$ cat src/hw/rtl/lbfe_pkg.sv
`timescale 1ns / 1ps
// ----------------------------------------------------------------------------
// lbfe_pkg
// Shared types and constants of the breathe/fade envelope block.
// ----------------------------------------------------------------------------
package lbfe_pkg;

  // One input item: step or clear, signal-present flag, millisecond time
  typedef struct packed {
    logic        action;
    logic        present;
    logic [31:0] now_time;
  } in_item_t;

  // One result item
  typedef struct packed {
    logic [7:0] level;
    logic       show;
  } out_item_t;

  // Divider status toward the sequencer
  typedef struct packed {
    logic busy;
    logic done;
  } div_stat_t;

  typedef enum logic [2:0] {
    ST_IDLE,
    ST_START1,
    ST_DIV1,
    ST_MUL,
    ST_DIV2,
    ST_DONE
  } state_t;

  // Action codes
  localparam logic ACT_STEP  = 1'b0;
  localparam logic ACT_CLEAR = 1'b1;

  // Register indexes of the configuration port
  localparam logic [2:0] CFG_FLOOR    = 3'd0;
  localparam logic [2:0] CFG_CEILING  = 3'd1;
  localparam logic [2:0] CFG_PERIOD   = 3'd2;
  localparam logic [2:0] CFG_FADE     = 3'd3;
  localparam logic [2:0] CFG_REFRESH  = 3'd4;

  // Register reset values
  localparam logic [7:0]  FLOOR_RST   = 8'd20;
  localparam logic [7:0]  CEILING_RST = 8'd128;
  localparam logic [15:0] PERIOD_RST  = 16'd100;
  localparam logic [15:0] FADE_RST    = 16'd400;
  localparam logic [15:0] REFRESH_RST = 16'd10;

endpackage

$ cat src/hw/rtl/led_breathe_fade_envelope_top.sv
`timescale 1ns / 1ps
// ----------------------------------------------------------------------------
// led_breathe_fade_envelope_top
// Green breathe/fade envelope with throttled, change-detected strip refresh.
// ----------------------------------------------------------------------------
// Usage:
//   in_*  : one transfer per tick (step with time and present flag) or clear.
//   out_* : exactly one result transfer per input: level and show flag.
//   cfg_* : register writes (floor, ceiling, period, fade time, refresh
//           interval); cfg_ready is always high, write only while idle.
// Operation:
//   A step makes two passes through the DW-bit bit-serial divider, where
//   DW = max(TIME_BITS, 32) (time mod period or elapsed / fade time, then
//   the scaled triangle or fade remainder), one bit per cycle. A clear
//   skips the divider and goes straight to the result.
//   The block works on one item at a time; in_ready is high only between
//   items, so no new item is taken before the last one is finished.
// Reset:
//   Synchronous, active low. Registers return to their defaults, the
//   envelope is dark, the refresh deadline is zero and the next step only
//   records its time.
// Stall:
//   A finished result waits in the output register while out_ready is low;
//   the next input is still taken and worked on, and its result waits
//   until the previous one has been transferred.
// ----------------------------------------------------------------------------
module led_breathe_fade_envelope_top #(
  parameter int TIME_BITS = 32
) (
  input  logic                clk,
  input  logic                rst_n,
  input  logic                in_valid,
  output logic                in_ready,
  input  lbfe_pkg::in_item_t  in_data,
  output logic                out_valid,
  input  logic                out_ready,
  output lbfe_pkg::out_item_t out_data,
  input  logic                cfg_valid,
  output logic                cfg_ready,
  input  logic [2:0]          cfg_index,
  input  logic [15:0]         cfg_data
);

  localparam int DW = (TIME_BITS > 32) ? TIME_BITS : 32;
  localparam int NW = (TIME_BITS < 32) ? TIME_BITS : 32;

  // Configuration registers
  logic [7:0]  floor_r;
  logic [7:0]  ceil_r;
  logic [15:0] period_r;
  logic [15:0] fade_r;
  logic [15:0] refresh_r;

  // Envelope state
  lbfe_pkg::state_t     state_r, state_nxt;
  logic                 started_r;
  logic [7:0]           env_r;
  logic [TIME_BITS-1:0] prev_r;
  logic [7:0]           shown_r;
  logic [TIME_BITS-1:0] next_ref_r;

  // Captured item
  logic                 act_r;
  logic                 pres_r;
  logic [TIME_BITS-1:0] now_r;
  logic [TIME_BITS-1:0] dt_r;
  logic [7:0]           cur_r;
  logic [15:0]          qc_r;
  logic                 qbig_r;

  // Output register
  logic                 out_valid_r;
  lbfe_pkg::out_item_t  out_data_r;

  // Divider
  logic                 div_start;
  logic [DW-1:0]        div_dividend;
  logic [15:0]          div_divisor;
  lbfe_pkg::div_stat_t  div_stat;
  logic [DW-1:0]        div_quot;
  logic [15:0]          div_rem;

  logic                 in_fire;
  logic                 fin_go;
  logic [TIME_BITS-1:0] now_in;
  logic [15:0]          period_eff;
  logic [15:0]          fade_eff;
  logic [15:0]          half;
  logic [15:0]          tri_val;
  logic [7:0]           span;
  logic                 rising;
  logic [23:0]          prod2;
  logic [7:0]           lvl_nxt;
  logic [8:0]           sum9;
  logic                 v_hi;
  logic [16:0]          dec17;
  logic [TIME_BITS-1:0] rdiff;
  logic                 due;

  assign cfg_ready = 1'b1;
  assign in_fire   = in_valid && in_ready;
  assign now_in    = TIME_BITS'(in_data.now_time[NW-1:0]);

  // Clamp degenerate period and fade time
  assign period_eff = (period_r < 16'd2) ? 16'd2 : period_r;
  assign fade_eff   = (fade_r == '0) ? 16'd1 : fade_r;
  assign half       = {1'b0, period_eff[15:1]};

  // Triangle from the phase left by pass one
  assign tri_val = (div_rem < half) ? div_rem : (period_eff - div_rem);
  assign rising  = (ceil_r >= floor_r);
  assign span    = rising ? (ceil_r - floor_r) : (floor_r - ceil_r);
  assign prod2   = pres_r ? (24'(span) * 24'(tri_val)) : (24'(div_rem) * 24'(ceil_r));

  // ---------------------------------------------------------------------
  // Configuration writes
  // ---------------------------------------------------------------------
  always_ff @(posedge clk) begin
    if (!rst_n) begin
      floor_r   <= lbfe_pkg::FLOOR_RST;
      ceil_r    <= lbfe_pkg::CEILING_RST;
      period_r  <= lbfe_pkg::PERIOD_RST;
      fade_r    <= lbfe_pkg::FADE_RST;
      refresh_r <= lbfe_pkg::REFRESH_RST;
    end else if (cfg_valid && cfg_ready) begin
      case (cfg_index)
        lbfe_pkg::CFG_FLOOR:   floor_r   <= cfg_data[7:0];
        lbfe_pkg::CFG_CEILING: ceil_r    <= cfg_data[7:0];
        lbfe_pkg::CFG_PERIOD:  period_r  <= cfg_data;
        lbfe_pkg::CFG_FADE:    fade_r    <= cfg_data;
        lbfe_pkg::CFG_REFRESH: refresh_r <= cfg_data;
        default: ;
      endcase
    end
  end

  // ---------------------------------------------------------------------
  // Sequencer: next state
  // ---------------------------------------------------------------------
  always_comb begin
    state_nxt = state_r;
    case (state_r)
      lbfe_pkg::ST_IDLE: begin
        if (in_fire) begin
          state_nxt = (in_data.action == lbfe_pkg::ACT_CLEAR) ?
                      lbfe_pkg::ST_DONE : lbfe_pkg::ST_START1;
        end
      end
      lbfe_pkg::ST_START1: state_nxt = lbfe_pkg::ST_DIV1;
      lbfe_pkg::ST_DIV1: begin
        if (div_stat.done) state_nxt = lbfe_pkg::ST_MUL;
      end
      lbfe_pkg::ST_MUL:    state_nxt = lbfe_pkg::ST_DIV2;
      lbfe_pkg::ST_DIV2: begin
        if (div_stat.done) state_nxt = lbfe_pkg::ST_DONE;
      end
      lbfe_pkg::ST_DONE: begin
        if (!out_valid_r || out_ready) state_nxt = lbfe_pkg::ST_IDLE;
      end
      default: state_nxt = lbfe_pkg::ST_IDLE;
    endcase
  end

  // ---------------------------------------------------------------------
  // Sequencer: outputs
  // ---------------------------------------------------------------------
  always_comb begin
    in_ready     = 1'b0;
    div_start    = 1'b0;
    fin_go       = 1'b0;
    div_dividend = pres_r ? DW'(now_r) : DW'(dt_r);
    div_divisor  = pres_r ? period_eff : fade_eff;
    case (state_r)
      lbfe_pkg::ST_IDLE:   in_ready  = 1'b1;
      lbfe_pkg::ST_START1: div_start = 1'b1;
      lbfe_pkg::ST_MUL: begin
        // Second pass: scaled triangle over half, or remainder*ceiling over fade
        div_start    = 1'b1;
        div_dividend = DW'(prod2);
        div_divisor  = pres_r ? half : fade_eff;
      end
      lbfe_pkg::ST_DONE:   fin_go = !out_valid_r || out_ready;
      default: ;
    endcase
  end

  always_ff @(posedge clk) begin
    if (!rst_n) state_r <= lbfe_pkg::ST_IDLE;
    else        state_r <= state_nxt;
  end

  lbfe_div #(
    .DW(DW)
  ) u_div (
    .clk     (clk),
    .rst_n   (rst_n),
    .start   (div_start),
    .dividend(div_dividend),
    .divisor (div_divisor),
    .stat    (div_stat),
    .quot    (div_quot),
    .rem     (div_rem)
  );

  // ---------------------------------------------------------------------
  // Capture the item; a step records its time at once
  // ---------------------------------------------------------------------
  always_ff @(posedge clk) begin
    if (in_fire) begin
      act_r  <= in_data.action;
      pres_r <= in_data.present;
      now_r  <= now_in;
      dt_r   <= started_r ? (now_in - prev_r) : '0;
      cur_r  <= started_r ? env_r : '0;
    end
    if (in_fire && in_data.action == lbfe_pkg::ACT_STEP) begin
      prev_r <= now_in;
    end
    // Keep the whole quotient's size and q*ceiling before pass two
    if (state_r == lbfe_pkg::ST_MUL) begin
      qc_r   <= 16'(div_quot[7:0]) * 16'(ceil_r);
      qbig_r <= |div_quot[DW-1:8];
    end
  end

  // ---------------------------------------------------------------------
  // New level from the second quotient
  // ---------------------------------------------------------------------
  assign v_hi  = |div_quot[DW-1:8];
  assign sum9  = {1'b0, floor_r} + {1'b0, div_quot[7:0]};
  assign dec17 = 17'(qc_r) + 17'(div_quot[7:0]);

  always_comb begin
    if (pres_r) begin
      if (rising) begin
        lvl_nxt = (v_hi || sum9[8]) ? 8'hFF : sum9[7:0];
      end else begin
        lvl_nxt = (v_hi || div_quot[7:0] >= floor_r) ? 8'd0 : (floor_r - div_quot[7:0]);
      end
    end else if (cur_r == '0 || ceil_r == '0) begin
      lvl_nxt = cur_r;
    end else if (qbig_r || dec17 >= 17'(cur_r)) begin
      lvl_nxt = 8'd0;
    end else begin
      lvl_nxt = cur_r - dec17[7:0];
    end
  end

  // Refresh is due when now has reached the deadline, wrapping
  assign rdiff = now_r - next_ref_r;
  assign due   = !rdiff[TIME_BITS-1];

  // ---------------------------------------------------------------------
  // Commit state and load the output register
  // ---------------------------------------------------------------------
  always_ff @(posedge clk) begin
    if (!rst_n) begin
      started_r   <= 1'b0;
      env_r       <= '0;
      shown_r     <= '0;
      next_ref_r  <= '0;
      out_valid_r <= 1'b0;
    end else begin
      if (in_fire && in_data.action == lbfe_pkg::ACT_STEP) begin
        started_r <= 1'b1;
      end
      if (fin_go) begin
        out_valid_r <= 1'b1;
        if (act_r == lbfe_pkg::ACT_CLEAR) begin
          started_r  <= 1'b0;
          env_r      <= '0;
          shown_r    <= '0;
          next_ref_r <= '0;
        end else begin
          env_r <= lvl_nxt;
          if (due) begin
            next_ref_r <= now_r + TIME_BITS'(refresh_r);
            shown_r    <= lvl_nxt;
          end
        end
      end else if (out_ready) begin
        out_valid_r <= 1'b0;
      end
    end
  end

  always_ff @(posedge clk) begin
    if (fin_go) begin
      if (act_r == lbfe_pkg::ACT_CLEAR) begin
        out_data_r.level <= '0;
        out_data_r.show  <= 1'b1;
      end else begin
        out_data_r.level <= lvl_nxt;
        out_data_r.show  <= due && (lvl_nxt != shown_r);
      end
    end
  end

  assign out_valid = out_valid_r;
  assign out_data  = out_data_r;

  // ---------------------------------------------------------------------
  // Assertions
  // ---------------------------------------------------------------------
  a_div_idle_start: assert property (@(posedge clk) disable iff (!rst_n)
    div_start |-> !div_stat.busy)
    else $error("divider started while busy");

  a_finish_loads: assert property (@(posedge clk) disable iff (!rst_n)
    fin_go |=> out_valid_r)
    else $error("finished item not loaded into output register");

  a_shown_commit: assert property (@(posedge clk) disable iff (!rst_n)
    !fin_go |=> $stable(shown_r))
    else $error("shown level changed outside commit");

  a_fade_no_rise: assert property (@(posedge clk) disable iff (!rst_n)
    (fin_go && act_r == lbfe_pkg::ACT_STEP && !pres_r) |-> (lvl_nxt <= cur_r))
    else $error("fade raised the envelope");

  a_show_on_change: assert property (@(posedge clk) disable iff (!rst_n)
    (fin_go && act_r == lbfe_pkg::ACT_STEP) |=> (out_data_r.show == ($past(shown_r) != shown_r)))
    else $error("show flag disagrees with shown level update");

endmodule

$ cat src/hw/rtl/lbfe_div.sv
`timescale 1ns / 1ps
// ----------------------------------------------------------------------------
// lbfe_div
// Bit-serial restoring divider: DW-bit dividend by nonzero 16-bit divisor,
// one quotient bit per cycle.
// ----------------------------------------------------------------------------
module lbfe_div #(
  parameter int DW = 32
) (
  input  logic                clk,
  input  logic                rst_n,
  input  logic                start,
  input  logic [DW-1:0]       dividend,
  input  logic [15:0]         divisor,
  output lbfe_pkg::div_stat_t stat,
  output logic [DW-1:0]       quot,
  output logic [15:0]         rem
);

  localparam int CW = $clog2(DW + 1);

  logic [CW-1:0] cnt_r;
  logic          done_r;
  logic [DW-1:0] dvd_r;
  logic [15:0]   rem_r;
  logic [15:0]   dsr_r;

  logic [16:0] shifted;
  logic [16:0] diff;
  logic        ge;

  assign shifted = {rem_r, dvd_r[DW-1]};
  assign diff    = shifted - {1'b0, dsr_r};
  assign ge      = shifted >= {1'b0, dsr_r};

  always_ff @(posedge clk) begin
    if (!rst_n) begin
      cnt_r  <= '0;
      done_r <= 1'b0;
    end else if (start) begin
      cnt_r  <= CW'(DW);
      done_r <= 1'b0;
    end else if (cnt_r != '0) begin
      cnt_r  <= cnt_r - 1'b1;
      done_r <= (cnt_r == CW'(1));
    end else begin
      done_r <= 1'b0;
    end
  end

  // Shift one dividend bit into the partial remainder, one quotient bit out
  always_ff @(posedge clk) begin
    if (start) begin
      dvd_r <= dividend;
      rem_r <= '0;
      dsr_r <= divisor;
    end else if (cnt_r != '0) begin
      dvd_r <= {dvd_r[DW-2:0], ge};
      rem_r <= ge ? diff[15:0] : shifted[15:0];
    end
  end

  assign stat.busy = (cnt_r != '0);
  assign stat.done = done_r;
  assign quot      = dvd_r;
  assign rem       = rem_r;

endmodule

$ cat config.mk
export PLATFORM = sky130hd
export DESIGN_NAME = led_breathe_fade_envelope_top
export DESIGN_NICKNAME = d
export VERILOG_FILES = /design/src/hw/rtl/lbfe_pkg.sv /design/src/hw/rtl/led_breathe_fade_envelope_top.sv /design/src/hw/rtl/lbfe_div.sv
export SDC_FILE = /design/constraint.sdc
export NUM_CORES = 2
export LEC_CHECK = 0
export BUFFER_PORTS_ARGS = -buffer_cell sky130_fd_sc_hd__buf_2
export CAP_MARGIN = 5
export CORE_UTILIZATION = 59
export CTS_BUF_LIST = sky130_fd_sc_hd__clkbuf_16
export DETAILED_ROUTE_END_ITERATION = 10
export MAX_ROUTING_LAYER = met4
export PLACE_DENSITY = 0.78
export SKIP_CTS_REPAIR_TIMING = 1
export SYNTH_ARGS = -nofsm -noshare
export SYNTH_HDL_FRONTEND = slang
export SYNTH_SLANG_ARGS = --single-unit
$ cat constraint.sdc
create_clock -name clk -period 7.6 [get_ports clk]
set_input_delay 1.14 -clock clk [delete_from_list [all_inputs] [get_ports clk]]
set_output_delay 1.14 -clock clk [all_outputs]
set_load 0.03 [all_outputs]
; Word-level counts from Yosys, hierarchy flattened
; Index checks and enable logic that the tools add are counted.
[classes]
n_addsub = 12
bitwise = 3
n_eq_ne = 16
multipliers = 3
n_mux = 40
magnitude_cmp = 6
reduce_logical = 29
[ops]
columns = operator, count
row1 = two-way mux 32 bit, 6
row2 = two-way mux 16 bit, 7
row3 = two-way mux 8 bit, 10
row4 = subtractor 32 bit, 2
row5 = adder 32 x 16 -> 32 bit, 1
row6 = subtractor 16 bit, 2
row7 = subtractor 8 bit, 4
row8 = multiplier 16 x 8 -> 24 bit, 1
row9 = multiplier 8 x 16 -> 24 bit, 1
row10 = two-way mux 24 bit, 1
row11 = OR reduction 24 bit, 1
row12 = one-hot mux 3 bit (6 select lines), 1
row13 = adder 16 x 8 -> 17 bit, 1
row14 = >= comparator 17 x 16 -> 1 bit, 1
row15 = >= comparator 17 x 8 -> 1 bit, 1
row16 = >= comparator 8 bit, 2
row17 = logical NOT 16 bit, 1
row18 = logical NOT 8 bit, 2
row19 = less-than comparator 16 x 15 -> 1 bit, 1
row20 = "less-than comparator 16 x 2 -> 1 bit, second input constant", 1
row21 = multiplier 8 x 8 -> 16 bit, 1
row22 = two-way mux 3 bit, 5
row23 = "== test 3 x 2 -> 1 bit, second input constant", 4
row24 = two-way mux 6 bit, 2
row25 = 20 further kinds, 50
[totals]
input_bits = 58
out_inout_bits = 12
wordCells = 136
regBits = 320

; Logic depth before layout (Yosys ltp)
[logic_depth]
word_depth = 8
mapped_depth = 37
depth_no_buf = 32

; Hierarchy
; Synthesis repeated with hierarchy kept, for this count alone.
[hier_totals]
cells_unflattened = 3408
area_unflattened_um2 = 30573.1
[modules_own_cells]
columns = mod, cells_per_inst, area_per_inst_um2, n_inst, seq_area_each_um2
row1 = led_breathe_fade_envelope_top, 3069, 26753.2, 1, 6306.0
row2 = lbfe_div, 339, 3819.9, 1, 1901.8

; Worst setup path after synthesis
; Ideal clock, no wire load.
[synth_path]
kind = reg2reg
start = register ceil_r[0]
end = register u_div.dvd_r[18] (netlist: u_div.quot[18]), data pin
synth_period_minus_slack_ps = 8480
n_path_buf = 3
stages_incl_launch_ff = 34
t_required_ps = 7340
setup_slack_ps = -880
arrival_ps = 8220
setup_time_ps = 260
cell_sequence = dfxtp_1 > clkbuf_1 > inv_1 > clkbuf_1 > ha_1 > inv_1 > fa_1 > a21o_1 > a2111oi_4 > o31a_1 > buf_2 > mux2i_1 > o22ai_1 > a41o_1 > a21oi_1 > o211ai_1 > or2_2 > fa_1 > fa_1 > inv_1 > fa_1 > inv_1 > fa_1 > inv_1 > ha_1 > or3_1 > o211ai_1 > a21boi_1 > o311a_1 > o211ai_1 > and2_1 > xnor2_1 > mux4_2 > mux2_2
[synth_via]
elab_chain_cells = 6
elab_cells_between_ends = 9
cone_classes = 2 x add/sub / 2 x mul / 1 x order compare / 4 x mux
[synth_rtl]
columns = element, line
row1 = from (decl), led_breathe_fade_envelope_top.sv:49  ; logic [7:0] ceil_r;
row2 = from (signal assigned), led_breathe_fade_envelope_top.sv:121  ; ceil_r <= lbfe_pkg::CEILING_RST;
row3 = from (signal assigned), led_breathe_fade_envelope_top.sv:128  ; lbfe_pkg::CFG_CEILING: ceil_r <= cfg_data[7:0];
row4 = subtractor 8 bit or >= comparator 8 bit (tied branches), "led_breathe_fade_envelope_top.sv:112, led_breathe_fade_envelope_top.sv:111"
row5 = two-way mux 8 bit, led_breathe_fade_envelope_top.sv:112  ; assign span = rising ? (ceil_r - floor_r) : (floor_r - ceil_r);
row6 = multiplier 8 x 16 -> 24 bit, led_breathe_fade_envelope_top.sv:113  ; assign prod2 = pres_r ? (24'(span) * 24'(tri_val)) : (24'(div_rem) * 24'(ceil_r));
row7 = two-way mux 24 bit (*), led_breathe_fade_envelope_top.sv:113
row8 = two-way mux 32 bit (*), led_breathe_fade_envelope_top.sv:173  ; case (state_r)
row9 = two-way mux 32 bit (*), lbfe_div.sv:53  ; if (start) begin
row10 = to (signal assigned), lbfe_div.sv:54  ; dvd_r <= dividend;
row11 = to (signal assigned), lbfe_div.sv:58  ; dvd_r <= {dvd_r[DW-2:0], ge};
row12 = to (decl), lbfe_div.sv:24  ; logic [DW-1:0] dvd_r;
; Mark *: on every way between the ends. The rest lies on a longest branch, timed or not.
; A chain may end at the register's enable or synchronous reset.

; Final worst setup path
; Same ends and word-level chain as after synthesis.

==> results.ini <==
[run_status]
outcome = complete, but fails checks
violations = setup timing

[sta]
clock.fmax_mhz = 128
setup_viol = 3
worst_pin_slew_ns = 1.18
setup_ws_ns = -0.241
drv_slew = 0
slew_headroom_pct = 21.3
finalHoldViolations = 0
min_period_over_period_pct = 103
whs_ns = 0.454
grt_setup_unrepaired = true
period_needed_ns = 7.84
finClkSkew_ns = 0.0223
setup_tns_ns = -0.484

[floorplan]
core_mm2 = 0.0504
pin_count = 70
initial_core_util_pct = 60.1
rows = 82
die-area_mm2 = 0.0522
die_y_um = 229
die_width_um = 229

[drt]
viasPerCell = 5.89
initialDrtViolationCount = 1959
dr.pass1.iters = 7
ant_nets = 0
wl_per_cell_um = 18.8
remaining_drc_errors = 0
wl_um = 80500
vias = 25200

[place]
port_buffers = 68
gp_congestion = 0.963
placed_cells = 4200
place_hpwl_um = 62400

[synthesis]
synth_cell_types = 93
synth_top_family_by_area = adder cells
synth_warnings = 0
synth_ff_type = edfxtp_1
synth_area_mm2 = 0.0303
synth-seq-cells = 320
synth_nets = 4012
synth_edf_count = 180
synth_compound_area_share_pct = 14.6
synthMuxAreaShare_pct = 2.66
syn_area_per_cell_um2 = 8.81
synthArstFlopShare_pct = 0
yosys.area_share.adder_pct = 26.6
synthCells = 3438
synth_xor_area_share_pct = 3.70
ys_seq_area_share_pct = 27.1
synth-simple-area-share_pct = 18.2

[critical_path]
cp_max_fo = 6
path_buf_inv = 7
worstSetupPathType = reg -> reg
end_kind = flop
crit_top_cell = fa_1
cp.arrival_ns = 8.16
r2r_end = u_div.quot[18]$_DFFE_PP_
r2r_cells = 33
required_ns = 7.92
crit_path_top_delay_cell = fa_1
critPathMaxStageDelay_ns = 0.50
reg2reg_slack_ns = -0.24
timing.rr.start = ceil_r[0]$_SDFFE_PN0P_
critical-path-top-delay-family = adder cells
start_kind = flop

[cells_and_area]
final_cells = 4278
area_growth_pct = 11.8
layout_common_cells = nand2_1 (423), inv_1 (420), nor2_1 (358), ha_1 (295), fa_1 (212)
fin_util_pct = 67.2
antennaDiodeCount = 0
nFillCells = 3993
drive_above_1_share_pct = 12.5
final_nets = 4150
final_common_cell = nand2_1

[min_path]
holdCritStartpoint = next_ref_r[21]$_SDFFE_PN0P_
holdPathEnd = next_ref_r[21]$_SDFFE_PN0P_
hold_depth = 2
worstHoldPathType = reg -> reg

[global_routing]
globalRoute.totalOverflow = 0
antenna_found_initial = 1
grt_first_pass_wirelength_um = 131000
grt_pass1_vias = 24700
grt_max_degree = 76
grtUsageTotal_pct = 32.3

[clock_tree]
cts_buffer_depth = 3
cts.sinks = 320
cts_buffers = 38
cts_root_buf = clkbuf_16
insertion_delay_ns = 0.57
cts_max_level = 2
clk_pin_slew_ns = 0.06
cts_tree = done

[job]
max_cap_violations = 0

## metrics by stage
stage	setup slack (ns)	cell area [um2]
after floorplan	-0.152	30400
after global placement	-0.151	32300
after detailed placement	-0.234	32300
after CTS	-0.284	33500
after global routing	-0.586	33900
final	-0.241	33900
## worst max-delay path by stage
stage	cells past startpoint	slack (ns)	start	end
CTS	31	-0.28	floor_r[0]$_SDFFE_PN0P_	u_div.quot[18]$_DFFE_PP_
floorplan	33	-0.15	ceil_r[0]$_SDFFE_PN0P_	u_div.quot[18]$_DFFE_PP_
global placement	31	-0.15	floor_r[0]$_SDFFE_PN0P_	u_div.quot[18]$_DFFE_PP_
global route	33	-0.59	ceil_r[0]$_SDFFE_PN0P_	u_div.quot[18]$_DFFE_PP_
finish	33	-0.24	ceil_r[0]$_SDFFE_PN0P_	u_div.quot[18]$_DFFE_PP_
detailed placement	31	-0.23	floor_r[0]$_SDFFE_PN0P_	u_div.quot[18]$_DFFE_PP_
## synthesized netlist by cell type, drive strengths merged (12+ instances only)
master | instances | area, um2
and2 | 44 | 278
a21oi | 170 | 870
nand4 | 22 | 138
fa | 214 | 4280
xnor2 | 79 | 692
nor4 | 26 | 163
o211ai | 16 | 120
nor3 | 66 | 352
nand2b | 29 | 181
inv | 421 | 1580
a31oi | 15 | 93.8
a221oi | 13 | 120
a211oi | 32 | 253
a21boi | 81 | 608
mux4 | 16 | 360
o21a | 27 | 203
xor2 | 49 | 429
a21o | 63 | 473
nand2 | 423 | 1590
nor2b | 46 | 288
or2 | 37 | 231
or3 | 24 | 150
and3 | 25 | 156
mux2i | 32 | 320
nand3 | 58 | 290
nor2 | 368 | 1390
edfxtp | 180 | 5410
o21ai | 103 | 516
ha | 302 | 3780
buf | 21 | 115
dfxtp | 140 | 2800
a2111oi | 12 | 168
clkbuf | 117 | 439
## logic make-up after synthesis
group,Yosys count
simple gates,1206
compound gates,643
buf+inv,565
fa+ha+maj,516
flops,320
xor+xnor,128
mux,59
other cells,1
## state kept, by name, summed over array words and instances (netlist names), 3 cells and up
signal       count
qc_r            16
now_r           32
prev_r          32
u_div.dsr_r     16
ceil_r           8
u_div.quot      32
u_div.cnt_r      6
refresh_r       16
state_r          3
out_data         9
fade_r          16
u_div.rem       16
period_r        16
floor_r          8
shown_r          8
dt_r            32
env_r            8
next_ref_r      32
cur_r            8
## final cells by class
cell class | instances | area (um2) | area share [%]
clock buffer | 39 | 976 | 2.88
clock inverter | 31 | 263 | 0.776
inverter | 427 | 1600 | 4.73
multi-input combinational | 2553 | 20300 | 60.0
sequential | 320 | 8210 | 24.2
tap | 672 | 841 | 2.48
timing repair buffer | 236 | 1660 | 4.91
## metal layers
layer  part of all wire [%]  track usage, %  vias up
li1                       -               -    11900
met5                      0               -        -
met2                     45            49.1      960
met1                     44            44.0    12100
met3                    8.5            5.49      161
met4                    3.4            10.4        0
## worst register-to-register path, delay by kind of cell (launching register included)
kind	cells	cell delay, ns
AOI/OAI and AO/OA	11	2.18
DFF	1	0.32
xor gates and xnor gates	2	0.28
muxes	2	0.73
buffers and inverters	7	0.59
and+or+nand+nor	4	0.70
adders and majority gates	7	2.79
Power is not shown: default switching activity piles up to over one toggle a cycle in this logic, so the estimate is an artifact.
